### src/hw/rtl/mjt_pkg.sv
// Shared types, constants, saturation helpers and the micro-op program
// of the minimum-jerk trajectory sampler. No dependencies.
`default_nettype none

package mjt_pkg;

  localparam int unsigned DataW  = 32;
  localparam int unsigned RateW  = 10;
  localparam int unsigned DurW   = 16;
  localparam int unsigned CoefW  = 48;
  localparam int unsigned WideW  = 64;
  localparam int unsigned MagW   = 62;
  localparam int unsigned NumW   = 33;
  localparam int unsigned DenW   = 21;
  localparam int unsigned ProdW  = MagW + NumW;
  localparam int unsigned CntW   = $clog2(ProdW);
  localparam int unsigned FracSh = 32;
  localparam int unsigned PcW    = 5;
  localparam int unsigned InW    = 6 * DataW + DurW;
  localparam int unsigned OutW   = 4 * DataW;

  localparam logic [RateW-1:0] RateReset = 10'd20;
  localparam logic [PcW-1:0]   TickFirst = 5'd0;
  localparam logic [PcW-1:0]   LoadFirst = 5'd24;
  localparam logic [WideW-1:0] StepLim   = 64'h1000_0000_0000_0000;

  typedef enum logic [2:0] {
    ST_IDLE,
    ST_ISSUE,
    ST_WAIT,
    ST_COEF,
    ST_OUT
  } state_e;

  typedef enum logic [1:0] {
    MS_IDLE,
    MS_MUL,
    MS_DIV,
    MS_DONE
  } mdu_state_e;

  typedef enum logic [3:0] {
    TERM_NONE,
    TERM_A1,
    TERM_A5,
    TERM_A20,
    TERM_A60,
    TERM_B1,
    TERM_B4,
    TERM_B12,
    TERM_B24,
    TERM_G1,
    TERM_G3,
    TERM_G6,
    TERM_V0,
    TERM_A0,
    TERM_DA,
    TERM_K
  } term_e;

  typedef enum logic [2:0] {
    NUM_F,
    NUM_K,
    NUM_KK,
    NUM_R,
    NUM_D,
    NUM_DD,
    NUM_P32
  } num_e;

  typedef enum logic [2:0] {
    DEN_FRAC,
    DEN_R,
    DEN_D,
    DEN_RR,
    DEN_2RR
  } den_e;

  typedef enum logic [3:0] {
    POST_F,
    POST_H,
    POST_SUM_P0,
    POST_SUM_V0,
    POST_SUM_A0,
    POST_SUM_ADD,
    POST_SUM_SET,
    POST_X,
    POST_YPRE,
    POST_Y,
    POST_ZPRE,
    POST_Z
  } post_e;

  typedef enum logic [2:0] {
    CM_NONE,
    CM_POS,
    CM_VEL,
    CM_ACC,
    CM_JRK
  } commit_e;

  typedef enum logic [1:0] {
    FIN_NONE,
    FIN_TICK,
    FIN_LOAD
  } fin_e;

  typedef struct packed {
    logic    use_h;
    term_e   term;
    num_e    num;
    den_e    den;
    post_e   post;
    commit_e commit;
    fin_e    fin;
  } op_t;

  typedef struct packed {
    logic [PcW-1:0] pc;
    logic           ready;
    logic           mdu_start;
    logic           post_en;
    logic           coef_en;
    logic           out_en;
  } ctrl_t;

  function automatic op_t mk_op(input logic use_h, input term_e term, input num_e num,
                                input den_e den, input post_e post, input commit_e commit,
                                input fin_e fin);
    op_t op;
    op.use_h  = use_h;
    op.term   = term;
    op.num    = num;
    op.den    = den;
    op.post   = post;
    op.commit = commit;
    op.fin    = fin;
    return op;
  endfunction

  // Each step runs one scaling or fractional product on the shared unit.
  function automatic op_t op_rom(input logic [PcW-1:0] pc);
    op_t op;
    case (pc)
      5'd0:  op = mk_op(1'b0, TERM_K,   NUM_P32, DEN_D,    POST_F,       CM_NONE, FIN_NONE);
      5'd1:  op = mk_op(1'b0, TERM_A1,  NUM_F,   DEN_FRAC, POST_H,       CM_NONE, FIN_NONE);
      5'd2:  op = mk_op(1'b1, TERM_B1,  NUM_F,   DEN_FRAC, POST_H,       CM_NONE, FIN_NONE);
      5'd3:  op = mk_op(1'b1, TERM_G1,  NUM_F,   DEN_FRAC, POST_H,       CM_NONE, FIN_NONE);
      5'd4:  op = mk_op(1'b1, TERM_NONE, NUM_F,  DEN_FRAC, POST_H,       CM_NONE, FIN_NONE);
      5'd5:  op = mk_op(1'b1, TERM_NONE, NUM_F,  DEN_FRAC, POST_SUM_P0,  CM_NONE, FIN_NONE);
      5'd6:  op = mk_op(1'b0, TERM_V0,  NUM_K,   DEN_R,    POST_SUM_ADD, CM_NONE, FIN_NONE);
      5'd7:  op = mk_op(1'b0, TERM_A0,  NUM_KK,  DEN_2RR,  POST_SUM_ADD, CM_POS,  FIN_NONE);
      5'd8:  op = mk_op(1'b0, TERM_A5,  NUM_F,   DEN_FRAC, POST_H,       CM_NONE, FIN_NONE);
      5'd9:  op = mk_op(1'b1, TERM_B4,  NUM_F,   DEN_FRAC, POST_H,       CM_NONE, FIN_NONE);
      5'd10: op = mk_op(1'b1, TERM_G3,  NUM_F,   DEN_FRAC, POST_H,       CM_NONE, FIN_NONE);
      5'd11: op = mk_op(1'b1, TERM_NONE, NUM_F,  DEN_FRAC, POST_H,       CM_NONE, FIN_NONE);
      5'd12: op = mk_op(1'b1, TERM_NONE, NUM_R,  DEN_D,    POST_SUM_V0,  CM_NONE, FIN_NONE);
      5'd13: op = mk_op(1'b0, TERM_A0,  NUM_K,   DEN_R,    POST_SUM_ADD, CM_VEL,  FIN_NONE);
      5'd14: op = mk_op(1'b0, TERM_A20, NUM_F,   DEN_FRAC, POST_H,       CM_NONE, FIN_NONE);
      5'd15: op = mk_op(1'b1, TERM_B12, NUM_F,   DEN_FRAC, POST_H,       CM_NONE, FIN_NONE);
      5'd16: op = mk_op(1'b1, TERM_G6,  NUM_F,   DEN_FRAC, POST_H,       CM_NONE, FIN_NONE);
      5'd17: op = mk_op(1'b1, TERM_NONE, NUM_R,  DEN_D,    POST_H,       CM_NONE, FIN_NONE);
      5'd18: op = mk_op(1'b1, TERM_NONE, NUM_R,  DEN_D,    POST_SUM_A0,  CM_ACC,  FIN_NONE);
      5'd19: op = mk_op(1'b0, TERM_A60, NUM_F,   DEN_FRAC, POST_H,       CM_NONE, FIN_NONE);
      5'd20: op = mk_op(1'b1, TERM_B24, NUM_F,   DEN_FRAC, POST_H,       CM_NONE, FIN_NONE);
      5'd21: op = mk_op(1'b1, TERM_G6,  NUM_R,   DEN_D,    POST_H,       CM_NONE, FIN_NONE);
      5'd22: op = mk_op(1'b1, TERM_NONE, NUM_R,  DEN_D,    POST_H,       CM_NONE, FIN_NONE);
      5'd23: op = mk_op(1'b1, TERM_NONE, NUM_R,  DEN_D,    POST_SUM_SET, CM_JRK,  FIN_TICK);
      5'd24: op = mk_op(1'b0, TERM_DA,  NUM_DD,  DEN_RR,   POST_X,       CM_NONE, FIN_NONE);
      5'd25: op = mk_op(1'b0, TERM_A0,  NUM_D,   DEN_R,    POST_YPRE,    CM_NONE, FIN_NONE);
      5'd26: op = mk_op(1'b1, TERM_NONE, NUM_D,  DEN_R,    POST_Y,       CM_NONE, FIN_NONE);
      5'd27: op = mk_op(1'b0, TERM_V0,  NUM_D,   DEN_R,    POST_ZPRE,    CM_NONE, FIN_NONE);
      5'd28: op = mk_op(1'b0, TERM_A0,  NUM_DD,  DEN_2RR,  POST_Z,       CM_NONE, FIN_LOAD);
      default: op = mk_op(1'b0, TERM_NONE, NUM_R, DEN_R,   POST_H,       CM_NONE, FIN_LOAD);
    endcase
    return op;
  endfunction

  function automatic logic [DataW-1:0] sat32(input logic signed [WideW-1:0] x);
    logic [DataW-1:0] r;
    if (x > 64'sh0000_0000_7fff_ffff) begin
      r = 32'h7fff_ffff;
    end else if (x < 64'shffff_ffff_8000_0000) begin
      r = 32'h8000_0000;
    end else begin
      r = x[DataW-1:0];
    end
    return r;
  endfunction

  function automatic logic signed [WideW-1:0] clamp56(input logic signed [WideW-1:0] x);
    logic signed [WideW-1:0] r;
    if (x > 64'sh0100_0000_0000_0000) begin
      r = 64'sh0100_0000_0000_0000;
    end else if (x < 64'shff00_0000_0000_0000) begin
      r = 64'shff00_0000_0000_0000;
    end else begin
      r = x;
    end
    return r;
  endfunction

  function automatic logic signed [CoefW-1:0] clamp48(input logic signed [WideW-1:0] x);
    logic signed [CoefW-1:0] r;
    if (x > 64'sh0000_7fff_ffff_ffff) begin
      r = 48'sh7fff_ffff_ffff;
    end else if (x < 64'shffff_8000_0000_0000) begin
      r = 48'sh8000_0000_0000;
    end else begin
      r = x[CoefW-1:0];
    end
    return r;
  endfunction

endpackage

`default_nettype wire

### src/hw/rtl/mjt_mdu.sv
// Shared shift-add multiplier and restoring divider: sign(x)*min(|x|*num/den, 2^60),
// or sign(x)*(|x|*num >> 32) in fraction mode. Depends on mjt_pkg.
`default_nettype none

module mjt_mdu
  import mjt_pkg::*;
(
  input  wire logic                    clk_i,
  input  wire logic                    rst_ni,
  input  wire logic                    start_i,
  input  wire logic signed [WideW-1:0] x_i,
  input  wire logic [NumW-1:0]         num_i,
  input  wire logic [DenW-1:0]         den_i,
  input  wire logic                    frac_i,
  output logic                         done_o,
  output logic signed [WideW-1:0]      res_o
);

  mdu_state_e st_q, st_d;
  logic [CntW-1:0]  cnt_q, cnt_d;
  logic [ProdW-1:0] prod_q;
  logic [MagW-1:0]  mcand_q;
  logic [DenW-1:0]  den_q, rem_q;
  logic             neg_q, frac_q;

  logic [WideW-1:0] xabs;
  logic [MagW:0]    psum;
  logic [DenW:0]    rsh, rdiff;
  logic             ge;
  logic [MagW:0]    rmag;
  logic signed [WideW-1:0] rs;

  assign xabs  = x_i[WideW-1] ? -x_i : x_i;
  assign psum  = {1'b0, prod_q[ProdW-1:NumW]} + {1'b0, (prod_q[0] ? mcand_q : '0)};
  assign rsh   = {rem_q, prod_q[ProdW-1]};
  assign rdiff = rsh - {1'b0, den_q};
  assign ge    = (rsh >= {1'b0, den_q});

  always_comb begin
    st_d  = st_q;
    cnt_d = cnt_q;
    case (st_q)
      MS_IDLE: begin
        if (start_i) begin
          st_d  = MS_MUL;
          cnt_d = CntW'(NumW - 1);
        end
      end
      MS_MUL: begin
        cnt_d = cnt_q - 1'b1;
        if (cnt_q == '0) begin
          st_d  = frac_q ? MS_DONE : MS_DIV;
          cnt_d = CntW'(ProdW - 1);
        end
      end
      MS_DIV: begin
        cnt_d = cnt_q - 1'b1;
        if (cnt_q == '0) begin
          st_d = MS_DONE;
        end
      end
      MS_DONE: st_d = MS_IDLE;
      default: st_d = MS_IDLE;
    endcase
  end

  always_comb begin
    done_o = (st_q == MS_DONE);
    if (frac_q) begin
      rmag = prod_q[ProdW-1:FracSh];
    end else if (prod_q > ProdW'(StepLim)) begin
      rmag = StepLim[MagW:0];
    end else begin
      rmag = prod_q[MagW:0];
    end
    rs    = WideW'($signed({1'b0, rmag}));
    res_o = neg_q ? -rs : rs;
  end

  always_ff @(posedge clk_i or negedge rst_ni) begin
    if (!rst_ni) begin
      st_q  <= MS_IDLE;
      cnt_q <= '0;
    end else begin
      st_q  <= st_d;
      cnt_q <= cnt_d;
    end
  end

  always_ff @(posedge clk_i) begin
    if (st_q == MS_IDLE && start_i) begin
      mcand_q <= xabs[MagW-1:0];
      neg_q   <= x_i[WideW-1];
      frac_q  <= frac_i;
      den_q   <= den_i;
      prod_q  <= {{MagW{1'b0}}, num_i};
      rem_q   <= '0;
    end else if (st_q == MS_MUL) begin
      prod_q <= {psum, prod_q[NumW-1:1]};
    end else if (st_q == MS_DIV) begin
      rem_q  <= ge ? rdiff[DenW-1:0] : rsh[DenW-1:0];
      prod_q <= {prod_q[ProdW-2:0], ge};
    end
  end

endmodule

`default_nettype wire

### config.mk
export PLATFORM = sky130hd
export DESIGN_NAME = mjt_mdu
export DESIGN_NICKNAME = d
export VERILOG_FILES = /design/src/hw/rtl/mjt_pkg.sv /design/src/hw/rtl/mjt_mdu.sv
export SDC_FILE = /design/constraint.sdc
export NUM_CORES = 1
export LEC_CHECK = 0
export BUFFER_PORTS_ARGS = -buffer_cell sky130_fd_sc_hd__buf_2
export CORE_MARGIN = 1.5
export CORE_UTILIZATION = 45
export DETAILED_ROUTE_END_ITERATION = 8
export HOLD_SLACK_MARGIN = 0.12
export PLACE_DENSITY_LB_ADDON = 0.2
export SETUP_SLACK_MARGIN = 0.3
export SKIP_LAST_GASP = 1
export SYNTH_ARGS = -nofsm -noshare
export SYNTH_HDL_FRONTEND = slang
export SYNTH_SLANG_ARGS = --single-unit
### constraint.sdc
create_clock -name clk_i -period 5.3 [get_ports clk_i]
set_input_delay 0.265 -clock clk_i [delete_from_list [all_inputs] [get_ports clk_i]]
set_output_delay 0.265 -clock clk_i [all_outputs]
set_load 0.03 [all_outputs]
## Word-level counts from Yosys, hierarchy flattened

Index checks and enable logic that the tools add are counted.
Widths: inputs -> output; s select.

- Bits in registers: 210
- Output and inout bits: 65
- Logic and storage cells: 49

- Add/sub/neg operators: 5
- Order comparisons: 2
- Eq/ne operators: 6
- Mux-type cells: 17
- Bitwise gates (word level): 1
- Reductions and logical operators: 9

Operator list:

| operator | count |
|---|---|
| $mux 95 | 2 |
| $mux 63 | 2 |
| $mux 62 | 2 |
| $gt 95x61->1 const B | 1 |
| $mux 64 | 1 |
| $neg 63->64 | 1 |
| $add 62x62->63 | 1 |
| $neg 62->62 | 1 |
| $mux 33 | 1 |
| $ge 22x21->1 | 1 |
| $mux 21 | 1 |
| $pmux 7 s3 | 1 |
| $sub 21x21->21 | 1 |
| $mux 7 | 2 |
| $pmux 2 s4 | 1 |
| $logic_not 7->1 | 1 |
| $sub 7x1->7 const B | 1 |
| $mux 2 | 3 |
| $ne 2x2->1 const B | 3 |
| $reduce_bool 3->1 | 2 |
| $eq 2x2->1 const B | 2 |
| $reduce_and 2->1 | 2 |
| $reduce_and 3->1 | 1 |
| $eq 2x1->1 const B | 1 |
| 5 further kinds | 5 |

## Longest topological paths before layout

Gate-level depths: netlist of run 1.

- Word-level depth: 5
- Gate-level depth with buffers: 23
- Gate-level depth less buffers: 17

## Worst setup path after synthesis of run 1

OpenSTA, ideal clock, no wires.

- Kind: register -> output
- From: register frac_q
- To: output res_o[62]
- Arrival: 5,549 ps
- Data required time: 5,035 ps
- Slack: -514 ps
- Cell stages (with the launch flop): 21
- Buffers on the path: 9
- Cell sequence: edfxtp_1 -> clkbuf_1 -> clkbuf_1 -> buf_1 -> clkbuf_1 -> clkbuf_1 -> clkbuf_1 -> clkbuf_1 -> clkbuf_1 -> o21ai_1 -> inv_1 -> ha_1 -> nand2_1 -> a211oi_1 -> o211ai_2 -> or4_1 -> buf_2 -> nor2_1 -> o2111ai_1 -> o41ai_1 -> xor2_1

- Cells in the longest elaborated chain, start to end: 3

Ends and longest elaborated chain:

| item | line | RTL |
|---|---|---|
| start: declaration | mjt_mdu.sv:24 | `logic neg_q, frac_q;` |
| start signal: assignment | mjt_mdu.sv:94 | `frac_q <= frac_i;` |
| $mux 63 (*) | mjt_mdu.sv:69 | `if (frac_q) begin` |
| $neg 63->64 | mjt_mdu.sv:77 | `res_o = neg_q ? -rs : rs;` |
| $mux 64 (*) | mjt_mdu.sv:77 |  |
| end: declaration | mjt_mdu.sv:16 | `output logic signed [WideW-1:0] res_o` |

Every way passes the cells marked *; elsewhere a longest branch is shown, timed or not.

## Worst setup path after layout of run 1

- From: register frac_q
- To: output res_o[61]

Same word-level chain as after synthesis.

==> metrics.md, run 1 <==
| Metric | Value |
|---|---|
| Primary FF master, synth | edfxtp_1 |
| Chain of cells forming the critical path | buf_4 > nor3_1 > o22ai_1 > a211oi_1 > buf_4 > nand2_1 > a31oi_1 > a31oi_1 > or3_1 > o21bai_1 > or3_1 > o31ai_1 > xor2_1 > buf_2 |
| Leak | 8.752 nW |
| DRC | 0 |
| Worst Reg-to-Reg Cells | 15 |
| Share of final-layout standard cells stronger than drive strength 1 | 0.1527 |
| Critical Path Source Type | register |
| Share of power burned in combinational logic | 0.658 |
| Number of placed I/O pins | 187 |
| Number of antenna-violating nets in the routed design | 0 |
| Share of the core filled with cells in the final layout | 0.5656 |
| Slew at the pin closest to its max-slew limit | 1.102 ns |
| Gr ovfl total | 0 |
| Proportion of power drawn by the clock network | 0.123 |
| Max FO, Critical Path | 11 |
| Placed Instances | 2855 |
| Final cell count without fillers | 3039 |
| Post-synth design cell area | 17840 um^2 |
| Avg Synthesized Cell Area | 8.052 um^2 |
| Max_cap viols | 0 |
| Combined area of the multi-input logic cells | 11910 um^2 |
| Clock Skews | 0.01682 ns |
| Number of H-tree branching levels | 1 |
| Critical path endpoint category | output port |
| Detailed Route Iter0 Violations | 1572 |
| Critical Path Start | frac_q |
| Netlist cell types | 83 |
| HPWL Detailed | 42.95 mm |
| Async set or reset register ratio after synthesis | 0.04286 |
| Worst R2R Setup Slack | 0.63 ns |
| Highest ir drop seen on vdd | 0.0003377 V |
| Classification of the worst-slack hold path | in -> reg |
| Total Routing Usage GR | 0.2734 |
| Starting utilization of the core area | 0.4583 |
| Area leader, netlist | edfxtp_1 |
| Status | complete, no violations |
| Inserted Clock Buffers | 27 |
| Slowest stage cell on the critical path | edfxtp_1 |
| Number of search-and-repair iterations in the first detailed-routing pass | 8 |
| Power density over the cells | 674.9 nW/um^2 |
| Clock input transition at the sequential cells of the worst setup and hold paths | 0.07 ns |
| Switching component of the power | 7.484 mW |
| Buffer type at the clock tree root | clkbuf_16 |
| Area used by sequential logic in the layout | 5430 um^2 |
| Number of hold-slack violations in the final timing report | 0 |
| Data arrival, critical path | 4.61 ns |
| Antenna fix cells | 0 |
| Number of enable flip-flop cells after synthesis | 118 |
| Category of the most critical setup path | reg -> out |
| RD Place Congestion | 0.9507 |
| Most common cell in the netlist | nand2_1 |
| Die X | 202.1 um |
| Sequential group share of total power | 0.220 |
| Largest net degree at the start of global routing | 92 |
| Total die area | 40840 um^2 |
| Total of flip-flops plus latches after synthesis | 210 |
| Synthesized instance count | 2215 |
| Area fraction of the dominant cell type after synthesis | 0.1987 |
| Period minus WS final | 4.875 ns |
| Clock tree from TritonCTS | yes |
| Max Root-Sink Buffers | 3 |
| Max Transition Viols Final | 0 |
| Crit path to | res_o[61] |
| Number of clock sinks seen by CTS | 210 |
| Post-synthesis sequential area ratio | 0.3045 |
| R2R Path End | prod_q[93] |
| RR Startpoint | prod_q[0] |
| Cells taking the most area after synthesis | edfxtp_1 (20%), dfxtp_1 (9.3%), xnor2_1 (7.4%), ha_1 (6.5%), o21ai_0 (6.3%) |
| Sw Ratio | 0.5038 |
| Maximum operating frequency | 205.1 MHz |
| Fin Setup TNS | 0 ns |
| Row Count | 72 |
| Count of synthesis-stage warnings from yosys | 0 |
| Average routed wire per standard cell | 19.07 um |
| Routed vias/inst | 5.844 |
| Maximum cell stage delay along the critical path | 0.60 ns |
| Setup repair after global routing missed its margin | true |
| Top post-synthesis cells by count | nand2_1 (242), o21ai_0 (224), nor2_1 (175), a21oi_1 (161), xnor2_1 (151) |
| Core region area | 38920 um^2 |
| First-pass GRT wire length | 90.58 mm |
| Worst hold slack | 0.2007 ns |
| Via count of the first global-routing pass | 16630 |
| Int Power | 7.371 mW |
| Die height | 202.1 um |
| Share of the cycle needed by the critical path after routing | 0.9199 |
| Post-detailed-routing wire length | 57.94 mm |
| Number of buffers inserted by port buffering | 185 |
| Worst slew margin relative to its limit | 0.2653 |
| Filler cell count | 3683 |
| Via Count | 17760 |
| Endpoint required time on the critical path | 5.04 ns |
| Total power | 14.85 mW |
| Nets in the synthesized netlist | 2431 |
| Signed area change from the synthesized netlist to the final layout | 23.40% |
| Skew-Pair Late Insertion Delay | 0.57 ns |
| Count of final setup violators | 0 |
| Antenna violations before repair | 1 |
| Number of nets in the layout | 2716 |
## what timing repair did
action	in CTS	in global routing
gates resized for setup	4	51
endpoints found under the hold margin	125	0
pin swaps	1	19
buffers inserted	2	6
setup endpoints to repair	16	34
hold buffers	126	0
## area by class of cell
cell class	count	area share
clock buffer	35	0.03496
tap	518	0.02945
timing repair buffer	391	0.1305
inverter	69	0.01199
sequential	210	0.2467
multi-input combinational	1801	0.5412
clock inverter	15	0.005173
## layout by cell type, fill, tap and decap left out, types with 23 or more instances in the layout
cell           count
nor4_1            26
dlygate4sd3_1    126
or3_1             39
a211oi_1          50
buf_2            171
a21o_1            41
ha_1              89
buf_4             80
clkbuf_16         29
nand2_1          237
nor2_1           174
o31ai_1           46
edfxtp_1         118
xor2_1            35
o21ai_0          219
dfxtp_1           83
nor3_1            64
a21oi_1          161
and2_1            71
inv_1             68
xnor2_1          135
mux2i_1           81
o21bai_1          23
## sequential cells by signal, summed over array words and instances (netlist names)
name     cells
rem_q       21
prod_q      95
frac_q       1
st_q         2
cnt_q        7
mcand_q     62
den_q       21
neg_q        1
## critical path: cells and delay by family (launching register included)
kind            cells  cell delay [ns]
simple gates        4             1.18
buf+inv             3             0.72
compound gates      6             1.30
flops               1             0.60
xor+xnor            1             0.22
## power groups by stage
| stage | Combinational, mW | Sequential, mW | Clock, mW |
|---|---|---|---|
| detailed placement | 9.45 | 3.27 | 0 |
| floorplan | 6.92 | 3.07 | 0 |
| CTS | 9.57 | 3.24 | 1.86 |
| global route | 10.6 | 3.33 | 1.92 |
| finish | 9.77 | 3.27 | 1.82 |
| global placement | 9.33 | 3.25 | 0 |
## metal layers
layer | wire length (um) | share of wire | global-route usage
met4 | 1610 | 0.028 | 0.08369
met1 | 26000 | 0.45 | 0.3804
met2 | 26390 | 0.46 | 0.4411
met3 | 3940 | 0.068 | 0.03515
met5 | 0 | 0 | 0
## logic make-up (layout without fill, tap and decap cells)
group / after synthesis / count (layout) / synth area share
adder cells (fa/ha/maj): 94 / 94 / 0.06678
XOR/XNOR: 191 / 191 / 0.09379
multiplexers: 84 / 84 / 0.04735
flip-flops: 210 / 210 / 0.3045
buffers and inverters: 204 / 510 / 0.04609
AO/OA/AOI/OAI: 677 / 677 / 0.2348
AND/OR/NAND/NOR: 755 / 755 / 0.2067
## through the flow
step	setup WS, ns	cell area [um^2]
6_report	0.4246	22010
5_1_grt	0.2446	22010
4_1_cts	0.2925	21820
3_5_place_dp	0.5198	19650
3_3_place_gp	0.5504	19650
2_1_floorplan	0.2067	18080
## worst min-delay path by stage
stage          startpoint          to  slack (ns)  cells after the start
6_report           x_i[1]  mcand_q[1]        0.20                      3
5_1_grt            x_i[1]  mcand_q[1]        0.20                      3
4_1_cts            x_i[1]  mcand_q[1]        0.15                      3
3_5_place_dp       rst_ni    cnt_q[6]        0.14                      1
3_3_place_gp       rst_ni     st_q[0]        0.13                      1
2_1_floorplan      rst_ni    cnt_q[0]       -0.03                      0
Power figures use the tool's default switching activity.
==> run 2: changes to the inputs <==
--- a/config.mk
+++ b/config.mk
@@ -11,6 +11,7 @@
 export DETAILED_ROUTE_END_ITERATION = 8
 export HOLD_SLACK_MARGIN = 0.12
 export PLACE_DENSITY_LB_ADDON = 0.2
+export REMOVE_ABC_BUFFERS = 1
 export SETUP_SLACK_MARGIN = 0.3
 export SKIP_LAST_GASP = 1
 export SYNTH_ARGS = -nofsm -noshare
==> run 2 against run 1 <==
Via count is 0.61% lower. Hold slack got worse by 0.051 ns. Largest power group unchanged. Core utilization is 0.24 points lower. Count of clock-buffer cells in the layout grew 2. Highest routed layer unchanged. Global-route usage increased by 0.45 points. Combinational power grew 0.8%. Sequential share of layout area grew 0.11 points. Final cell count increased by 0.39%. Clock skew rose by 0.0012 ns. Sequential power down 4%.
==> metrics.md, run 2 (same netlist as run 1, synthesis figures left out) <==
| Metric | Value |
|---|---|
| Leak | 8.756 nW (about the same) |
| Chain of cells forming the critical path | or3_1 > or3_1 > nor3_1 > buf_4 > nor4b_1 > a221o_2 > or3_1 > o21bai_1 > or3_1 > o31ai_2 > xor2_1 > buf_2 |
| Max Root-Sink Buffers | 3 (unchanged) |
| Category of the most critical setup path | reg -> out |
| Data arrival, critical path | 4.67 ns (+0.06 ns) |
| Worst R2R Setup Slack | 0.69 ns (+0.06 ns) |
| Top cell by count, worst path | or3_1 |
| Slew at the pin closest to its max-slew limit | 1.010 ns (-0.09170 ns) |
| Total power | 14.91 mW (+0.38%) |
| Worst hold slack | 0.1498 ns (-0.05088 ns) |
| Highest ir drop seen on vdd | 0.0003093 V (-8.4%) |
| Number of hold-slack violations in the final timing report | 0 (unchanged) |
| Total Routing Usage GR | 0.2779 (+0.004453) |
| Gate family responsible for the most delay along the worst path | simple AND/OR/NAND/NOR gates |
| First-pass GRT wire length | 91.24 mm (+0.73%) |
| Post-detailed-routing wire length | 58.28 mm (+0.59%) |
| Max_cap viols | 0 (unchanged) |
| HPWL Detailed | 42.04 mm (-2.1%) |
| Number of placed I/O pins | 187 (unchanged) |
| Number of H-tree branching levels | 1 (unchanged) |
| Critical path depth | 12 (-2) |
| Met2 Resource Use GR | 0.4442 (+0.003068) |
| Number of antenna-violating nets in the routed design | 0 (unchanged) |
| Via count of the first global-routing pass | 16810 (+1.1%) |
| Number of search-and-repair iterations in the first detailed-routing pass | 8 (unchanged) |
| Critical Path Source Type | register |
| Clock input transition at the sequential cells of the worst setup and hold paths | 0.06 ns (about the same) |
| Endpoint required time on the critical path | 5.04 ns (about the same) |
| Clock tree from TritonCTS | yes |
| Total die area | 40840 um^2 (unchanged) |
| Period minus WS final | 4.937 ns (+0.06209 ns) |
| Proportion of power drawn by the clock network | 0.130 (+0.007) |
| Placed Instances | 2864 (+0.32%) |
| Int Power | 7.516 mW (+2.0%) |
| Largest registers ranked by flip-flop count | prod_q (95), mcand_q (62) |
| Status | complete, no violations |
| Routed vias/inst | 5.785 (-1.0%) |
| Number of buffers inserted by port buffering | 185 (unchanged) |
| Crit path to | res_o[61] |
| Most used routing layer | met2 |
| Met3 GRT Util | 0.04128 (+0.006127) |
| Via Count | 17650 (-0.61%) |
| Post-placement setup slack | 0.3184 ns (-0.2014 ns) |
| Filler cell count | 3578 (-2.9%) |
| Final cell area excluding filler cells | 21910 um^2 (-0.43%) |
| Maximum cell stage delay along the critical path | 0.54 ns (-0.06 ns) |
| Antenna fix cells | 0 (unchanged) |
| Signed area change from the synthesized netlist to the final layout | 22.87% |
| HP Start | x_i[1] |
| Gr ovfl total | 0 (unchanged) |
| Slowest stage cell on the critical path | nor4b_1 |
| Power density over the cells | 680.4 nW/um^2 (+0.82%) |
| Final cell count without fillers | 3051 (+0.39%) |
| Classification of the worst-slack hold path | in -> reg |
| Detailed Route Iter0 Violations | 1506 (-4.2%) |
| Average routed wire per standard cell | 19.10 um (+0.20%) |
| Sw Ratio | 0.4960 (-0.007833) |
| Share of power burned in combinational logic | 0.660 (+0.002) |
| Grt met1 use | 0.3797 (-0.0007255) |
| Share of the cycle needed by the critical path after routing | 0.9316 (+0.01172) |
| Switching component of the power | 7.396 mW (-1.2%) |
| Die X | 202.1 um (unchanged) |
| Number of flip-flops in the largest register | 95 (unchanged) |
| Commonest non-fill, non-tap cell in the layout | nand2_1 |
| Clock Skews | 0.01802 ns (+0.001208 ns) |
| DRC | 0 (unchanged) |
| Row Count | 72 (unchanged) |
| Biggest register | prod_q |
| Share of the core filled with cells in the final layout | 0.5631 (-0.002443) |
| RD Place Congestion | 0.9469 (-0.40%) |
| Core region area | 38920 um^2 (unchanged) |
| Number of nets in the layout | 2730 (+0.52%) |
| Post-DP Area | 19490 um^2 (-0.83%) |
| R2R Path End | prod_q[84] |
| RR Startpoint | prod_q[0] |
| Sequential group share of total power | 0.210 (-0.010) |
| Count of final setup violators | 0 (unchanged) |
| Share of final-layout standard cells stronger than drive strength 1 | 0.1484 (-0.004277) |
| Skew-Pair Late Insertion Delay | 0.56 ns (about the same) |
| Commonest cells after routing, fill and taps aside | nand2_1 (241), o21ai_0 (219), nor2_1 (175), buf_2 (175), a21oi_1 (161) |
| Critical path endpoint category | output port |
| Number of clock sinks seen by CTS | 210 (unchanged) |
| Maximum operating frequency | 202.5 MHz (-1.3%) |
| Post-route setup slack | 0.3625 ns (-0.06209 ns) |
| Max Transition Viols Final | 0 (unchanged) |
| Die height | 202.1 um (unchanged) |
| Largest net degree at the start of global routing | 120 (+30%) |
| Inserted Clock Buffers | 27 (unchanged) |
| Critical Path Start | prod_q[88] |
| Starting utilization of the core area | 0.4583 (unchanged) |
| Worst Reg-to-Reg Cells | 14 (-1) |
| Buffer type at the clock tree root | clkbuf_16 |
| Bufs and invs on worst path | 2 (-1) |
| Antenna violations before repair | 0 (-1) |
| Setup repair after global routing missed its margin | true |
| Fin Setup TNS | 0 ns (unchanged) |
| Worst slew margin relative to its limit | 0.3265 (+0.06113) |
| Max FO, Critical Path | 12 (+1) |
## run 2: how the worst min path moves through the flow
stage	to	slack [ns]	cells past startpoint
after CTS	mcand_q[1]	0.13	3
after detailed placement	st_q[0]	0.14	1
final	mcand_q[1]	0.15	3
after floorplan	cnt_q[0]	-0.03	0
after global routing	mcand_q[1]	0.18	3
after global placement	cnt_q[6]	0.13	1
## run 2: power groups by stage
stage	logic (mW)	registers [mW]	clock network (mW)
after floorplan	6.62	3.21	0
after global placement	9.39	3.11	0
after detailed placement	9.50	3.13	0
after CTS	9.65	3.11	1.97
after global routing	10.8	3.19	2.04
final	9.85	3.13	1.94
## run 2: routing by layer
layer / vias to the layer above / share of wire
met5: - / 0
met4: 0 / 0.038
met2: 597 / 0.45
met3: 107 / 0.062
met1: 8271 / 0.45
li1: 8675 / -
## run 2: what timing repair did
action	CTS	global route
hold buffers	125	0
pin swaps	8	15
hold endpoints to repair	125	0
gates cloned	1	0
gates resized for setup	18	26
setup buffers	4	9
setup endpoints to repair	38	47
## run 2: cell type report
cell class | count | area [um^2] | share of cell area
clock buffers | 37 | 764.5 | 0.03488
clock inverters | 11 | 157.7 | 0.007194
inverters | 69 | 264.0 | 0.01205
multi-input cells | 1802 | 11720 | 0.5347
flip-flops and latches | 210 | 5430 | 0.2478
well taps | 518 | 648.1 | 0.02957
repair buffers | 404 | 2932 | 0.1338
## run 2: tightest hold or removal path, delay by kind of cell
kind            cells  cell delay [ns]
buf+inv             2             0.16
compound gates      1             0.09
