**src/hw/rtl/mjt_pkg.sv**
```systemverilog
// Shared types, constants, saturation helpers and the micro-op program
// of the minimum-jerk trajectory sampler. No dependencies.
`default_nettype none

package mjt_pkg;

  localparam int unsigned DataW  = 32;
  localparam int unsigned RateW  = 10;
  localparam int unsigned DurW   = 16;
  localparam int unsigned CoefW  = 48;
  localparam int unsigned WideW  = 64;
  localparam int unsigned MagW   = 62;
  localparam int unsigned NumW   = 33;
  localparam int unsigned DenW   = 21;
  localparam int unsigned ProdW  = MagW + NumW;
  localparam int unsigned CntW   = $clog2(ProdW);
  localparam int unsigned FracSh = 32;
  localparam int unsigned PcW    = 5;
  localparam int unsigned InW    = 6 * DataW + DurW;
  localparam int unsigned OutW   = 4 * DataW;

  localparam logic [RateW-1:0] RateReset = 10'd20;
  localparam logic [PcW-1:0]   TickFirst = 5'd0;
  localparam logic [PcW-1:0]   LoadFirst = 5'd24;
  localparam logic [WideW-1:0] StepLim   = 64'h1000_0000_0000_0000;

  typedef enum logic [2:0] {
    ST_IDLE,
    ST_ISSUE,
    ST_WAIT,
    ST_COEF,
    ST_OUT
  } state_e;

  typedef enum logic [1:0] {
    MS_IDLE,
    MS_MUL,
    MS_DIV,
    MS_DONE
  } mdu_state_e;

  typedef enum logic [3:0] {
    TERM_NONE,
    TERM_A1,
    TERM_A5,
    TERM_A20,
    TERM_A60,
    TERM_B1,
    TERM_B4,
    TERM_B12,
    TERM_B24,
    TERM_G1,
    TERM_G3,
    TERM_G6,
    TERM_V0,
    TERM_A0,
    TERM_DA,
    TERM_K
  } term_e;

  typedef enum logic [2:0] {
    NUM_F,
    NUM_K,
    NUM_KK,
    NUM_R,
    NUM_D,
    NUM_DD,
    NUM_P32
  } num_e;

  typedef enum logic [2:0] {
    DEN_FRAC,
    DEN_R,
    DEN_D,
    DEN_RR,
    DEN_2RR
  } den_e;

  typedef enum logic [3:0] {
    POST_F,
    POST_H,
    POST_SUM_P0,
    POST_SUM_V0,
    POST_SUM_A0,
    POST_SUM_ADD,
    POST_SUM_SET,
    POST_X,
    POST_YPRE,
    POST_Y,
    POST_ZPRE,
    POST_Z
  } post_e;

  typedef enum logic [2:0] {
    CM_NONE,
    CM_POS,
    CM_VEL,
    CM_ACC,
    CM_JRK
  } commit_e;

  typedef enum logic [1:0] {
    FIN_NONE,
    FIN_TICK,
    FIN_LOAD
  } fin_e;

  typedef struct packed {
    logic    use_h;
    term_e   term;
    num_e    num;
    den_e    den;
    post_e   post;
    commit_e commit;
    fin_e    fin;
  } op_t;

  typedef struct packed {
    logic [PcW-1:0] pc;
    logic           ready;
    logic           mdu_start;
    logic           post_en;
    logic           coef_en;
    logic           out_en;
  } ctrl_t;

  function automatic op_t mk_op(input logic use_h, input term_e term, input num_e num,
                                input den_e den, input post_e post, input commit_e commit,
                                input fin_e fin);
    op_t op;
    op.use_h  = use_h;
    op.term   = term;
    op.num    = num;
    op.den    = den;
    op.post   = post;
    op.commit = commit;
    op.fin    = fin;
    return op;
  endfunction

  // Each step runs one scaling or fractional product on the shared unit.
  function automatic op_t op_rom(input logic [PcW-1:0] pc);
    op_t op;
    case (pc)
      5'd0:  op = mk_op(1'b0, TERM_K,   NUM_P32, DEN_D,    POST_F,       CM_NONE, FIN_NONE);
      5'd1:  op = mk_op(1'b0, TERM_A1,  NUM_F,   DEN_FRAC, POST_H,       CM_NONE, FIN_NONE);
      5'd2:  op = mk_op(1'b1, TERM_B1,  NUM_F,   DEN_FRAC, POST_H,       CM_NONE, FIN_NONE);
      5'd3:  op = mk_op(1'b1, TERM_G1,  NUM_F,   DEN_FRAC, POST_H,       CM_NONE, FIN_NONE);
      5'd4:  op = mk_op(1'b1, TERM_NONE, NUM_F,  DEN_FRAC, POST_H,       CM_NONE, FIN_NONE);
      5'd5:  op = mk_op(1'b1, TERM_NONE, NUM_F,  DEN_FRAC, POST_SUM_P0,  CM_NONE, FIN_NONE);
      5'd6:  op = mk_op(1'b0, TERM_V0,  NUM_K,   DEN_R,    POST_SUM_ADD, CM_NONE, FIN_NONE);
      5'd7:  op = mk_op(1'b0, TERM_A0,  NUM_KK,  DEN_2RR,  POST_SUM_ADD, CM_POS,  FIN_NONE);
      5'd8:  op = mk_op(1'b0, TERM_A5,  NUM_F,   DEN_FRAC, POST_H,       CM_NONE, FIN_NONE);
      5'd9:  op = mk_op(1'b1, TERM_B4,  NUM_F,   DEN_FRAC, POST_H,       CM_NONE, FIN_NONE);
      5'd10: op = mk_op(1'b1, TERM_G3,  NUM_F,   DEN_FRAC, POST_H,       CM_NONE, FIN_NONE);
      5'd11: op = mk_op(1'b1, TERM_NONE, NUM_F,  DEN_FRAC, POST_H,       CM_NONE, FIN_NONE);
      5'd12: op = mk_op(1'b1, TERM_NONE, NUM_R,  DEN_D,    POST_SUM_V0,  CM_NONE, FIN_NONE);
      5'd13: op = mk_op(1'b0, TERM_A0,  NUM_K,   DEN_R,    POST_SUM_ADD, CM_VEL,  FIN_NONE);
      5'd14: op = mk_op(1'b0, TERM_A20, NUM_F,   DEN_FRAC, POST_H,       CM_NONE, FIN_NONE);
      5'd15: op = mk_op(1'b1, TERM_B12, NUM_F,   DEN_FRAC, POST_H,       CM_NONE, FIN_NONE);
      5'd16: op = mk_op(1'b1, TERM_G6,  NUM_F,   DEN_FRAC, POST_H,       CM_NONE, FIN_NONE);
      5'd17: op = mk_op(1'b1, TERM_NONE, NUM_R,  DEN_D,    POST_H,       CM_NONE, FIN_NONE);
      5'd18: op = mk_op(1'b1, TERM_NONE, NUM_R,  DEN_D,    POST_SUM_A0,  CM_ACC,  FIN_NONE);
      5'd19: op = mk_op(1'b0, TERM_A60, NUM_F,   DEN_FRAC, POST_H,       CM_NONE, FIN_NONE);
      5'd20: op = mk_op(1'b1, TERM_B24, NUM_F,   DEN_FRAC, POST_H,       CM_NONE, FIN_NONE);
      5'd21: op = mk_op(1'b1, TERM_G6,  NUM_R,   DEN_D,    POST_H,       CM_NONE, FIN_NONE);
      5'd22: op = mk_op(1'b1, TERM_NONE, NUM_R,  DEN_D,    POST_H,       CM_NONE, FIN_NONE);
      5'd23: op = mk_op(1'b1, TERM_NONE, NUM_R,  DEN_D,    POST_SUM_SET, CM_JRK,  FIN_TICK);
      5'd24: op = mk_op(1'b0, TERM_DA,  NUM_DD,  DEN_RR,   POST_X,       CM_NONE, FIN_NONE);
      5'd25: op = mk_op(1'b0, TERM_A0,  NUM_D,   DEN_R,    POST_YPRE,    CM_NONE, FIN_NONE);
      5'd26: op = mk_op(1'b1, TERM_NONE, NUM_D,  DEN_R,    POST_Y,       CM_NONE, FIN_NONE);
      5'd27: op = mk_op(1'b0, TERM_V0,  NUM_D,   DEN_R,    POST_ZPRE,    CM_NONE, FIN_NONE);
      5'd28: op = mk_op(1'b0, TERM_A0,  NUM_DD,  DEN_2RR,  POST_Z,       CM_NONE, FIN_LOAD);
      default: op = mk_op(1'b0, TERM_NONE, NUM_R, DEN_R,   POST_H,       CM_NONE, FIN_LOAD);
    endcase
    return op;
  endfunction

  function automatic logic [DataW-1:0] sat32(input logic signed [WideW-1:0] x);
    logic [DataW-1:0] r;
    if (x > 64'sh0000_0000_7fff_ffff) begin
      r = 32'h7fff_ffff;
    end else if (x < 64'shffff_ffff_8000_0000) begin
      r = 32'h8000_0000;
    end else begin
      r = x[DataW-1:0];
    end
    return r;
  endfunction

  function automatic logic signed [WideW-1:0] clamp56(input logic signed [WideW-1:0] x);
    logic signed [WideW-1:0] r;
    if (x > 64'sh0100_0000_0000_0000) begin
      r = 64'sh0100_0000_0000_0000;
    end else if (x < 64'shff00_0000_0000_0000) begin
      r = 64'shff00_0000_0000_0000;
    end else begin
      r = x;
    end
    return r;
  endfunction

  function automatic logic signed [CoefW-1:0] clamp48(input logic signed [WideW-1:0] x);
    logic signed [CoefW-1:0] r;
    if (x > 64'sh0000_7fff_ffff_ffff) begin
      r = 48'sh7fff_ffff_ffff;
    end else if (x < 64'shffff_8000_0000_0000) begin
      r = 48'sh8000_0000_0000;
    end else begin
      r = x[CoefW-1:0];
    end
    return r;
  endfunction

endpackage

`default_nettype wire

```
**src/hw/rtl/mjt_ctrl.sv**
```systemverilog
// Sequencer of the sampler: walks the micro-op program for a load or a tick and
// hands each step to the shared unit. Depends on mjt_pkg.
`default_nettype none

module mjt_ctrl
  import mjt_pkg::*;
(
  input  wire logic clk_i,
  input  wire logic rst_ni,
  input  wire logic load_i,
  input  wire logic tick_i,
  input  wire logic mdu_done_i,
  input  wire logic out_free_i,
  output ctrl_t     ctrl_o
);

  state_e         state_q, state_d;
  logic [PcW-1:0] pc_q, pc_d;
  op_t            op;

  assign op = op_rom(pc_q);

  always_comb begin
    state_d = state_q;
    pc_d    = pc_q;
    case (state_q)
      ST_IDLE: begin
        if (load_i) begin
          state_d = ST_ISSUE;
          pc_d    = LoadFirst;
        end else if (tick_i) begin
          state_d = ST_ISSUE;
          pc_d    = TickFirst;
        end
      end
      ST_ISSUE: state_d = ST_WAIT;
      ST_WAIT: begin
        if (mdu_done_i) begin
          case (op.fin)
            FIN_TICK: state_d = ST_OUT;
            FIN_LOAD: state_d = ST_COEF;
            default: begin
              state_d = ST_ISSUE;
              pc_d    = pc_q + 1'b1;
            end
          endcase
        end
      end
      ST_COEF: state_d = ST_IDLE;
      ST_OUT: begin
        if (out_free_i) begin
          state_d = ST_IDLE;
        end
      end
      default: state_d = ST_IDLE;
    endcase
  end

  always_comb begin
    ctrl_o.pc        = pc_q;
    ctrl_o.ready     = (state_q == ST_IDLE);
    ctrl_o.mdu_start = (state_q == ST_ISSUE);
    ctrl_o.post_en   = (state_q == ST_WAIT) && mdu_done_i;
    ctrl_o.coef_en   = (state_q == ST_COEF);
    ctrl_o.out_en    = (state_q == ST_OUT) && out_free_i;
  end

  always_ff @(posedge clk_i or negedge rst_ni) begin
    if (!rst_ni) begin
      state_q <= ST_IDLE;
      pc_q    <= '0;
    end else begin
      state_q <= state_d;
      pc_q    <= pc_d;
    end
  end

endmodule

`default_nettype wire

```
**config.mk**
```make
export PLATFORM = sky130hd
export DESIGN_NAME = mjt_ctrl
export DESIGN_NICKNAME = d
export VERILOG_FILES = /design/src/hw/rtl/mjt_pkg.sv /design/src/hw/rtl/mjt_ctrl.sv
export SDC_FILE = /design/constraint.sdc
export NUM_CORES = 1
export LEC_CHECK = 0
export BUFFER_PORTS_ARGS = -buffer_cell sky130_fd_sc_hd__buf_4
export CAP_MARGIN = 20
export CORE_AREA = 3 3 40 42
export CTS_BUF_LIST = sky130_fd_sc_hd__clkbuf_4 sky130_fd_sc_hd__clkbuf_8
export CTS_CLUSTER_DIAMETER = 40
export DETAILED_ROUTE_END_ITERATION = 12
export DIE_AREA = 0 0 43 45
export PLACE_DENSITY = 0.7
export SKIP_CTS_REPAIR_TIMING = 1
export SYNTH_ARGS = -nofsm -noshare
export SYNTH_HDL_FRONTEND = slang
export SYNTH_SLANG_ARGS = --single-unit
```
**constraint.sdc**
```tcl
create_clock -name clk_i -period 5.5 [get_ports clk_i]
set_input_delay 1.65 -clock clk_i [delete_from_list [all_inputs] [get_ports clk_i]]
set_output_delay 1.65 -clock clk_i [all_outputs]
set_load 0.1 [all_outputs]
```
# Yosys cells after proc, flatten, opt, wreduce, memory -nomap -nowiden
# Memory sizes are Yosys's and may differ from the RTL's.
# Index checks and enable logic that the tools add are counted.
word_totals:
  regBits: 8
  mem_bits_ro: 640
  input_bits: 6
  out_inout_bits: 10
  word_cells: 32
  mem_count: 1
classes:
  add_sub_neg: 1
  eq_ne: 10
  muxes: 11
  reduce_logical: 7
memory_table:
  columns: ["name", "words", "word_bits", "rd", "rd_clocked_by_memory_dff", "wr", "line", "text"]
  rows:
  - ["(no name shown)", 32, 20, 1, 0, 0, "mjt_pkg.sv:144", "case (pc)"]
op_table:
  columns: ["cell", "count"]
  rows:
  - ["$mux 5", 4]
  - ["$mux 3", 4]
  - ["$pmux 3 s4", 1]
  - ["$pmux 5 s2", 1]
  - ["$eq 3x2->1 const B", 2]
  - ["$ne 2x2->1 const B", 3]
  - ["$pmux 3 s2", 1]
  - ["$add 5x1->5 const B", 1]
  - ["$reduce_and 4->1", 1]
  - ["$eq 3x1->1 const B", 1]
  - ["$eq 3x3->1 const B", 1]
  - ["$logic_not 3->1", 1]
  - ["$ne 3x3->1 const B", 1]
  - ["$reduce_and 3->1", 1]
  - ["$eq 2x1->1 const B", 1]
  - ["$eq 2x2->1 const B", 1]
  - ["$logic_and 1x1->1", 2]
  - ["$reduce_bool 2->1", 1]
  - ["$reduce_or 2->1", 1]

# Depth between registers and ports, before layout
# Gate-level depths: netlist of run 1.
# An unclocked memory read counts as a cell.
logic_depth:
  word_depth: 6
  depth_mapped: 7
  depth_no_buf: 7

# Worst setup path after synthesis of run 1
# OpenSTA, ideal clock, no wires.
synth_timing:
  path_kind: "in2out"
  start: "input out_free_i"
  end: "output ctrl_o[0] (netlist name)"
  arrival_ns: 4.549
  required_time_ns: 3.850
  path_slack_ns: -0.699
  stages: 1
  n_path_buf: 0
  path_cell_list: "nor4bb_1"
synth_between:
  elab_chain_len: 1
synth_lines:
  columns: ["item", "line", "text"]
  rows:
  - ["from (decl)", "mjt_ctrl.sv:13", "input wire logic out_free_i,"]
  - ["$logic_and 1x1->1", "mjt_ctrl.sv:65", "ctrl_o.out_en = (state_q == ST_OUT) && out_free_i;"]
  - ["to (decl)", "mjt_ctrl.sv:14", "output ctrl_t ctrl_o"]
# Every way passes these cells.

==> impl_summary.txt, run 1 <==
----------------------------------------------------
[Die]
  Total I/O pin count ... 16
  Initial Utilization ... 0.4664
  Die footprint ... 1935 um2
  Chip Height ... approximately 45 um
  Row count ... 13
  Core box area ... 1285 um2
  Die extent in x ... about 43 um

[Synth]
  Sequential element share of the synthesized area ... 0.3340
  Seq cells post-synth ... 8
  Synthesized netlist net count ... 66
  Number of warnings issued by yosys ... 0
  Netlist area before placement ... 599.3 um2
  Unique masters post-synth ... 27
  Mean area per synthesized cell ... around 11 um2
  Synthesized instance count ... 55

[Global routing]
  Global routing usage summed across all routing layers ... 0.1436
  Pin count of the biggest net entering global routing ... 20
  Sum of overflow across all layers after global routing ... 0
  Initial antenna violation count ... 0
  Via count of the first global-routing pass ... 447
  First-pass GRT wire length ... between 2 and 2.5 mm

[Critical path]
  CP arrival ... about 2300 ps
  Type of element capturing the critical path ... primary output
  Required time worst endpoint ... about 3900 ps
  Minimum setup slack among reg-to-reg paths ... 3210 ps
  Startpoint type of the worst setup path ... input port
  Startpoint-to-endpoint class of the critical path ... input port to primary output
  Depth of the worst register-to-register path ... 7
  Maximum fanout count along the critical path ... 2

[STA]
  Ratio of final minimum period to clock period ... 0.7231
  Slew Limit Headroom ... 0.6747
  Total Negative Setup Slacks ... 0 ps
  Slew at the pin with the worst max-slew slack ... around 490 ps
  Final count of pins violating max slew ... 0
  Maximum frequency from static timing analysis ... roughly 0.25 GHz
  Final count of hold timing violations ... 0
  Unrepaired setup endpoints after global routing ... no
  Final setup slack of the worst path ... 1523 ps
  Final period demand of the worst path ... between 3000 and 4000 ps
  Skew final ... roughly 0.84 ps
  Finish-stage setup viols ... 0

[Route]
  Router iterations before antenna repair ... 4
  DRC violation count after routing ... 0
  Count of vias placed by the detailed router ... ~490
  Post-detailed-route wirelength per cell ... 14.15 um
  Total length of routed wires ... approximately 1.2 mm
  1st-iter DRT viols ... 12
  Vias per inst ... between 5 and 6
  Antenna Violating Nets Remaining ... 0

[Hold path]
  Depth of the worst hold-timing path ... 1
  Hold Path Class ... register to register

[Layout]
  Area growth from synthesis to layout ... 24.84%
  Share of layout cells above drive strength 1 ... 0.3803
  Post-layout instance area ... 748.2 um2
  Antenna Diode Count ... 0
  Fin nets ... 84

[Placed design]
  Placed standard-cell area ... 725.7 um2
  RD Place Congestion ... about 0.74
  Post-placement worst setup slack ... ~1500 ps
  Port Buffer Count ... 15
  Dpl hpwl ... 913.3 um

[Clock network]
  Total clock buffers created by CTS ... 3
  Cell at the root of the clock tree ... sky130_fd_sc_hd__clkbuf_4
  Number of H-tree levels ... 1
  Number of clock sinks ... 8
  CTS tree ... built
  Clock latency of the later-clocked register in the worst-skew pair ... between 200 and 300 ps
  Clock Path Buffers ... 2
  Post-CTS clock slew at the launch and capture registers of the worst setup and hold paths ... around 50 ps

[Run]
  Max Cap Viol ... 0

[Run status]
  Run status ... complete, no violations

----------------------------------------------------
## critical path, stage by stage
cell and delay (ps):
sky130_fd_sc_hd__buf_4 80, sky130_fd_sc_hd__nor4bb_2 260, sky130_fd_sc_hd__buf_4 330
## layer usage
layer  GRT usage  vias to the layer above  wire length [um]
met3           0                        2                72
met2      0.1976                       18               520
met1      0.2222                      223               609
met4     0.09036                        0                14
li1            -                      249                 -
met5           0                        -                 0
## synth_stat cells, drive strengths merged
cell / number / area [um2]
or4b: 1 / 10.01
nand4b: 1 / 8.760
and4b: 1 / 10.01
nor3b: 1 / 7.510
clkbuf: 1 / 3.750
a41o: 2 / 20.02
a221o: 2 / 20.02
ha: 5 / 62.56
a21oi: 2 / 10.01
nand3: 3 / 15.01
o21bai: 1 / 7.510
nor2b: 3 / 18.77
nor4b: 1 / 23.77
nor2: 2 / 7.510
o2bb2ai: 1 / 8.760
or4: 1 / 7.510
mux2: 4 / 48.79
dfrtp: 8 / 200.2
inv: 2 / 7.510
nor3: 2 / 10.01
and3b: 4 / 35.03
buf: 1 / 7.510
and3: 3 / 18.77
nor4bb: 1 / 10.01
or3b: 2 / 20.02
## kinds of logic (layout without fill, tap and decap cells)
logic type	Yosys count	after routing	synth area share
adder cells (fa/ha/maj)	5	5	0.1044
multiplexers	4	4	0.08141
AND/OR/NAND/NOR	26	26	0.3382
flip-flops	8	8	0.3340
AO/OA/AOI/OAI	8	8	0.1107
buffers and inverters	4	20	0.03132
## cell type report
cell class                 instances  area [um2]
fill                             106       536.8
multi-input combinational         43       386.6
sequential                         8       200.2
timing repair buffer              15       112.6
clock buffer                       3       22.52
tap                               15       18.77
inverter                           2       7.507
## sequential cells by signal, summed over array words and instances (netlist names)
register and count:
pc_q 5, state_q 3
## worst paths after layout
check                           start   endpoint
max in group asynchronous      rst_ni    pc_q[1]
setup / recovery           out_free_i  ctrl_o[0]
min in group asynchronous      rst_ni    pc_q[4]
hold / removal                pc_q[1]    pc_q[1]
hold reg to reg               pc_q[1]    pc_q[1]
setup reg to reg              pc_q[0]    pc_q[0]
## stage by stage
stage                       util  hold slack, ps  cells
after floorplan                -           520.6     55
after global placement    0.5648           550.3     83
final                     0.5823           565.9     86
after detailed placement  0.5648           561.7     83
after global routing      0.5823           614.0     86
after CTS                 0.5823           574.5     86
## cells in the final DEF (no fill, tap or decap)
| master | count |
|---|---|
| sky130_fd_sc_hd__o2bb2ai_1 | 1 |
| sky130_fd_sc_hd__dfrtp_1 | 8 |
| sky130_fd_sc_hd__nor4bb_2 | 1 |
| sky130_fd_sc_hd__nor3b_1 | 1 |
| sky130_fd_sc_hd__nand4b_1 | 1 |
| sky130_fd_sc_hd__and3b_1 | 4 |
| sky130_fd_sc_hd__and4b_1 | 1 |
| sky130_fd_sc_hd__buf_4 | 15 |
| sky130_fd_sc_hd__or4_1 | 1 |
| sky130_fd_sc_hd__ha_1 | 5 |
| sky130_fd_sc_hd__nor2_1 | 2 |
| sky130_fd_sc_hd__a21oi_1 | 2 |
| sky130_fd_sc_hd__mux2_4 | 1 |
| sky130_fd_sc_hd__a221o_1 | 2 |
| sky130_fd_sc_hd__and3_1 | 3 |
| sky130_fd_sc_hd__nor4b_4 | 1 |
| sky130_fd_sc_hd__mux2_2 | 3 |
| sky130_fd_sc_hd__nor3_1 | 2 |
| sky130_fd_sc_hd__inv_1 | 2 |
| sky130_fd_sc_hd__clkbuf_4 | 3 |
| sky130_fd_sc_hd__nor2b_1 | 3 |
| sky130_fd_sc_hd__nand3_1 | 3 |
| sky130_fd_sc_hd__or3b_2 | 1 |
| sky130_fd_sc_hd__or3b_4 | 1 |
| sky130_fd_sc_hd__or4b_2 | 1 |
| sky130_fd_sc_hd__a41o_1 | 2 |
| sky130_fd_sc_hd__o21bai_1 | 1 |
Power of run 1 is left out: the tool's default activity adds up to more than one toggle a clock period on the data nets, which glitch-free logic cannot reach.
==> inputs of run 2 (changes only) <==
- PLACE_DENSITY: 0.7 -> 0.73
- clock period: 5.5 -> 3.3 ns (I/O delays scaled with it)
==> run 2 against run 1 <==
Net effect: die area unchanged; global-route usage increased by 1.8 points; via count increased by 7.5%; hold slack got worse by 19 ps; cell count unchanged; first-iteration DRC count increased to 2.9 times the previous value; worst setup slack got worse by 860 ps; flip-flop and latch count unchanged; critical path depth unchanged; non-clock buffer count unchanged; largest cell class unchanged; highest routed layer unchanged.
==> impl_summary.txt, run 2 (synthesized netlist as in run 1, its figures left out) <==
----------------------------------------------------
[Die]
  Row count ... 13 (unchanged)
  Die extent in x ... 43 um (unchanged)
  Die footprint ... 1935 um2 (unchanged)
  Total I/O pin count ... 16 (unchanged)
  Initial Utilization ... 0.4664 (unchanged)
  Core box area ... 1285 um2 (unchanged)
  Chip Height ... 45 um (unchanged)

[Placed design]
  Port Buffer Count ... 15 (unchanged)
  Dpl hpwl ... 1.001 mm (was 913.3 um)
  RD Place Congestion ... 0.7321 (was 0.7379)

[Clock network]
  Number of clock sinks ... 8 (unchanged)
  Number of H-tree levels ... 1 (unchanged)
  Clock Path Buffers ... 2 (unchanged)
  Cell at the root of the clock tree ... sky130_fd_sc_hd__clkbuf_4 (unchanged)
  CTS tree ... built (unchanged)
  Clock latency of the later-clocked register in the worst-skew pair ... 250 ps (about the same)
  Post-CTS clock slew at the launch and capture registers of the worst setup and hold paths ... 60 ps (was 50 ps)
  Total clock buffers created by CTS ... 3 (unchanged)

[STA]
  Ratio of final minimum period to clock period ... 0.8006
  Final period demand of the worst path ... roughly 2600 ps
  Finish-stage setup viols ... 0 (unchanged)
  Final count of pins violating max slew ... 0 (unchanged)
  Final count of hold timing violations ... 0 (unchanged)
  Slew at the pin with the worst max-slew slack ... 570.1 ps (was 487.9 ps)
  Hold_ws ... 546.5 ps (was 565.9 ps)
  Slew Limit Headroom ... 0.6199 (was 0.6747)
  Unrepaired setup endpoints after global routing ... no (unchanged)
  Skew final ... 4.081 ps (was 0.8382 ps)
  Maximum frequency from static timing analysis ... ~0.38 GHz

[Critical path]
  Reg-to-reg startpoint ... pc_q[0] (unchanged)
  Type of element capturing the critical path ... primary output (unchanged)
  Depth of the worst register-to-register path ... 7 (unchanged)
  Worst R2R End ... pc_q[0] (unchanged)
  Maximum fanout count along the critical path ... 2 (unchanged)
  Startpoint type of the worst setup path ... input port (unchanged)
  Startpoint-to-endpoint class of the critical path ... input port to primary output (unchanged)
  CP arrival ... 1650 ps (was 2330 ps)
  Minimum setup slack among reg-to-reg paths ... 940 ps (was 3210 ps)
  Required time worst endpoint ... 2310 ps (was 3850 ps)

[Global routing]
  Via count of the first global-routing pass ... 487 (was 447)
  Global routing usage summed across all routing layers ... 0.1620 (was 0.1436)
  Sum of overflow across all layers after global routing ... 0 (unchanged)
  Initial antenna violation count ... 0 (unchanged)
  Pin count of the biggest net entering global routing ... 20 (unchanged)
  First-pass GRT wire length ... 2.270 mm (was 2.076 mm)

[Layout]
  Antenna Diode Count ... 0 (unchanged)
  Most common library cell in the layout ignoring fill and taps ... sky130_fd_sc_hd__buf_4 (unchanged)
  Max reg flops ... 5 (unchanged)
  Area growth from synthesis to layout ... 26.51% (was 24.84%)
  Core occupancy in the finished layout ... 0.5901 (was 0.5823)
  Register with the highest flop count ... pc_q (unchanged)
  Biggest regs ... pc_q (5), state_q (3) (unchanged)
  Share of layout cells above drive strength 1 ... 0.4085 (was 0.3803)
  Commonest cells after routing, fill and taps aside ... 15 x sky130_fd_sc_hd__buf_4, 8 x sky130_fd_sc_hd__dfrtp_1, 5 x sky130_fd_sc_hd__ha_1 (unchanged)
  Fin nets ... 84 (unchanged)

[Run status]
  Run status ... complete, no violations (unchanged)

[Route]
  Router iterations before antenna repair ... 4 (unchanged)
  Post-detailed-route wirelength per cell ... 15.87 um (was 14.15 um)
  Count of vias placed by the detailed router ... 529 (was 492)
  Antenna Violating Nets Remaining ... 0 (unchanged)
  1st-iter DRT viols ... 35 (was 12)
  Total length of routed wires ... 1.365 mm (was 1.217 mm)
  Vias per inst ... 6.151 (was 5.721)
  DRC violation count after routing ... 0 (unchanged)

[Run]
  Max Cap Viol ... 0 (unchanged)

[Hold path]
  Hold Path Class ... input port to asynchronous set/reset pin (was register to register)

----------------------------------------------------
## run 2: per-layer routing
layer | routed length (um) | vias to the layer above | share of wire | GRT usage
met2 | 630 | 28 | 0.46 | 0.2425
met1 | 594 | 250 | 0.44 | 0.2222
met3 | 99 | 4 | 0.073 | 0.02789
met4 | 40 | 0 | 0.029 | 0.09036
met5 | 0 | - | 0 | 0
li1 | - | 247 | - | -
## run 2: worst max path at each step
stage / slack, ps / endpoint / startpoint / cells after the start
3_3_place_gp: 670 / ctrl_o[0] / out_free_i / 3
4_1_cts: 650 / ctrl_o[0] / out_free_i / 3
2_1_floorplan: -490 / ctrl_o[0] / out_free_i / 1
3_5_place_dp: 660 / ctrl_o[0] / out_free_i / 3
6_report: 660 / ctrl_o[0] / out_free_i / 3
5_1_grt: 600 / ctrl_o[2] / state_q[2] / 3
## run 2: cell type report
type / count / area (um2)
clock buffers: 3 / 22.52
fillers: 102 / 526.8
inverters: 2 / 7.507
multi-input cells: 43 / 396.6
flip-flops and latches: 8 / 200.2
well taps: 15 / 18.77
repair buffers: 15 / 112.6
## run 2: per-stage QoR
| step | cells | setup TNS (ps) | setup WS (ps) | instance area (um2) |
|---|---|---|---|---|
| 3_5_place_dp | 83 | 0 | 659.8 | 735.7 |
| 5_1_grt | 86 | 0 | 604.1 | 758.2 |
| 4_1_cts | 86 | 0 | 651.2 | 758.2 |
| 6_report | 86 | 0 | 658.0 | 758.2 |
| 2_1_floorplan | 55 | -487.8 | -487.8 | 615.6 |
| 3_3_place_gp | 83 | 0 | 666.5 | 735.7 |
## run 2: critical path, cell delays in order
cell	delay, ps
sky130_fd_sc_hd__buf_4	80
sky130_fd_sc_hd__nor4bb_2	250
sky130_fd_sc_hd__buf_4	330
Power of run 2 is left out for the same reason.
==> inputs of run 3 (changes only) <==
- clock period: 3.3 -> 2.14 ns (I/O delays scaled with it)
==> run 3 against run 2 <==
Net effect: the flow now finishes with violations (setup timing); core utilization increased by 15 points; non-clock buffer count increased by 12; worst setup slack got worse by 690 ps; critical path type is now register to register; highest routed layer unchanged.
==> impl_summary.txt, run 3 (synthesized netlist as in run 1, its figures left out) <==
----------------------------------------------------
[Run status]
  Run status ... finished, violations left (was complete, no violations)
  Violated checks ... setup timing

[STA]
  Unrepaired setup endpoints after global routing ... yes (was no)
  Final setup slack of the worst path ... -35.88 ps (was 658.0 ps)
  Final period demand of the worst path ... about 2200 ps
  Final count of pins violating max slew ... 0 (unchanged)
  Maximum frequency from static timing analysis ... approximately 0.46 GHz
  Final count of hold timing violations ... 0 (unchanged)
  Slew Limit Headroom ... 0.7140 (was 0.6199)
  Slew at the pin with the worst max-slew slack ... 425.8 ps (was 570.1 ps)
  Ratio of final minimum period to clock period ... 1.017
  Finish-stage setup viols ... 5 (was 0)
  Skew final ... 6.902 ps (was 4.081 ps)

[Critical path]
  Worst-path cell with the longest stage delay ... sky130_fd_sc_hd__dfrtp_4 (was sky130_fd_sc_hd__buf_4)
  Minimum setup slack among reg-to-reg paths ... -40 ps (was 940 ps)
  Largest stage delay, worst path ... 490 ps (was 330 ps)
  Depth of the worst register-to-register path ... 9 (was 7)
  Startpoint type of the worst setup path ... register (was input port)
  Maximum fanout count along the critical path ... 4 (was 2)
  Last element of the critical path ... pc_q[3] (was ctrl_o[0])
  Critical path origin ... pc_q[1] (was out_free_i)
  Critical-path cell list ... ha_4 -> ha_4 -> and3b_2 -> ha_4 -> nor2b_4 -> nor4b_4 -> buf_4 -> buf_4 -> a221o_1 (was buf_4 -> nor4bb_2 -> buf_4)
  Top cell by count, worst path ... sky130_fd_sc_hd__ha_4 (was sky130_fd_sc_hd__buf_4)
  Reg-to-reg startpoint ... pc_q[1] (was pc_q[0])
  Startpoint-to-endpoint class of the critical path ... register to register (was input port to primary output)
  Worst R2R End ... pc_q[3] (was pc_q[0])
  Required time worst endpoint ... 2280 ps (was 2310 ps)
  CP arrival ... 2320 ps (was 1650 ps)
  Type of element capturing the critical path ... register (was primary output)

[Layout]
  Register with the highest flop count ... pc_q (unchanged)
  Core occupancy in the finished layout ... 0.7429 (was 0.5901)
  Share of layout cells above drive strength 1 ... 0.6310 (was 0.4085)
  Most common library cell in the layout ignoring fill and taps ... sky130_fd_sc_hd__buf_4 (unchanged)
  Area growth from synthesis to layout ... 59.29% (was 26.51%)
  Post-layout instance area ... 954.7 um2 (was 758.2 um2)
  Biggest regs ... pc_q (5), state_q (3) (unchanged)
  Max reg flops ... 5 (unchanged)
  Antenna Diode Count ... 0 (unchanged)
  Commonest cells after routing, fill and taps aside ... 25 x sky130_fd_sc_hd__buf_4, 4 x sky130_fd_sc_hd__mux2_4, 4 x sky130_fd_sc_hd__clkbuf_4, 4 x sky130_fd_sc_hd__dfrtp_2 (was 15 x sky130_fd_sc_hd__buf_4, 8 x sky130_fd_sc_hd__dfrtp_1, 5 x sky130_fd_sc_hd__ha_1)
  Fin nets ... 96 (was 84)

[Global routing]
  Via count of the first global-routing pass ... 556 (was 487)
  First-pass GRT wire length ... 2.725 mm (was 2.270 mm)
  Global routing usage summed across all routing layers ... 0.1973 (was 0.1620)
  Initial antenna violation count ... 0 (unchanged)
  Pin count of the biggest net entering global routing ... 12 (was 20)
  Sum of overflow across all layers after global routing ... 0 (unchanged)

[Die]
  Initial Utilization ... 0.4664 (unchanged)
  Total I/O pin count ... 16 (unchanged)
  Die extent in x ... 43 um (unchanged)
  Chip Height ... 45 um (unchanged)
  Row count ... 13 (unchanged)
  Core box area ... 1285 um2 (unchanged)
  Die footprint ... 1935 um2 (unchanged)

[Route]
  Vias per inst ... 5.889 (was 6.151)
  1st-iter DRT viols ... 12 (was 35)
  Total length of routed wires ... 1.664 mm (was 1.365 mm)
  DRC violation count after routing ... 0 (unchanged)
  Count of vias placed by the detailed router ... 583 (was 529)
  Post-detailed-route wirelength per cell ... 16.81 um (was 15.87 um)
  Router iterations before antenna repair ... 4 (unchanged)
  Antenna Violating Nets Remaining ... 0 (unchanged)

[Clock network]
  Clock Path Buffers ... 2 (unchanged)
  Number of clock sinks ... 8 (unchanged)
  Total clock buffers created by CTS ... 3 (unchanged)
  Clock latency of the later-clocked register in the worst-skew pair ... 270 ps (was 250 ps)
  Number of H-tree levels ... 1 (unchanged)
  Cell at the root of the clock tree ... sky130_fd_sc_hd__clkbuf_4 (unchanged)
  CTS tree ... built (unchanged)
  Post-CTS clock slew at the launch and capture registers of the worst setup and hold paths ... 70 ps (was 60 ps)

[Pwr]
  Power per unit of standard cell area ... 1561 nW/um2
  Largest vdd supply drop ... 0.0008999 V
  Static Leak ... ~0.47 nW

[Placed design]
  Dpl hpwl ... 1.236 mm (was 1.001 mm)
  Placed standard-cell area ... 867.1 um2 (was 735.7 um2)
  RD Place Congestion ... 0.7440 (was 0.7321)
  Port Buffer Count ... 15 (unchanged)

[Run]
  Max Cap Viol ... 0 (unchanged)

[Hold path]
  Hold Path Class ... input port to asynchronous set/reset pin (unchanged)

----------------------------------------------------
## run 3: layer usage
metal | share of wire | global-route usage | up-vias | routed length, um
li1 | - | - | 271 | -
met1 | 0.46 | 0.2815 | 277 | 773
met2 | 0.43 | 0.2725 | 29 | 709
met3 | 0.059 | 0.01992 | 6 | 99
met4 | 0.049 | 0.1506 | 0 | 81
met5 | 0 | 0 | - | 0
## run 3: worst min-delay path by stage
stage	start	endpoint	slack, ps	cells after the start
CTS	rst_ni	pc_q[1]	180	1
floorplan	rst_ni	pc_q[2]	350	0
global placement	rst_ni	pc_q[1]	470	1
detailed placement	rst_ni	pc_q[1]	470	1
finish	rst_ni	pc_q[4]	180	1
global route	rst_ni	pc_q[0]	170	1
## run 3: layout make-up
type                    count  area, um2
repair buffers             27      210.2
multi-input cells          43      475.5
fillers                    95      330.3
flip-flops and latches      8      212.7
clock buffers               4      30.03
inverters                   2      7.507
well taps                  15      18.77
## run 3: metrics by stage
stage	setup slack, ps	power [mW]	hold WS [ps]	std cells	TNS, ps
after global placement	-57.63	1.289	467.5	92	-99.03
after floorplan	-257.2	1.111	346.4	55	-1111
after detailed placement	-82.25	1.301	470.2	92	-213.1
after global routing	-106.2	1.561	171.2	99	-375.0
after CTS	-109.6	1.449	179.3	96	-293.4
final	-35.88	1.490	182.1	99	-112.6
## run 3: worst max-delay path: cells and delay by family, from the launching register on
kind                     cells  cell delay [ps]
AO/OA/AOI/OAI                1              280
adder cells (fa/ha/maj)      3              570
buffers and inverters        2              300
flip-flops                   1              490
AND/OR/NAND/NOR              3              400
## run 3: power breakdown
part	total, mW	internal (mW)	switching [mW]
registers	0.339	0.216	0.123
clock network	0.148	0.0847	0.0634
logic	1.00	0.343	0.661
total	1.49	0.643	0.847
(Power assumes the default switching activity.)
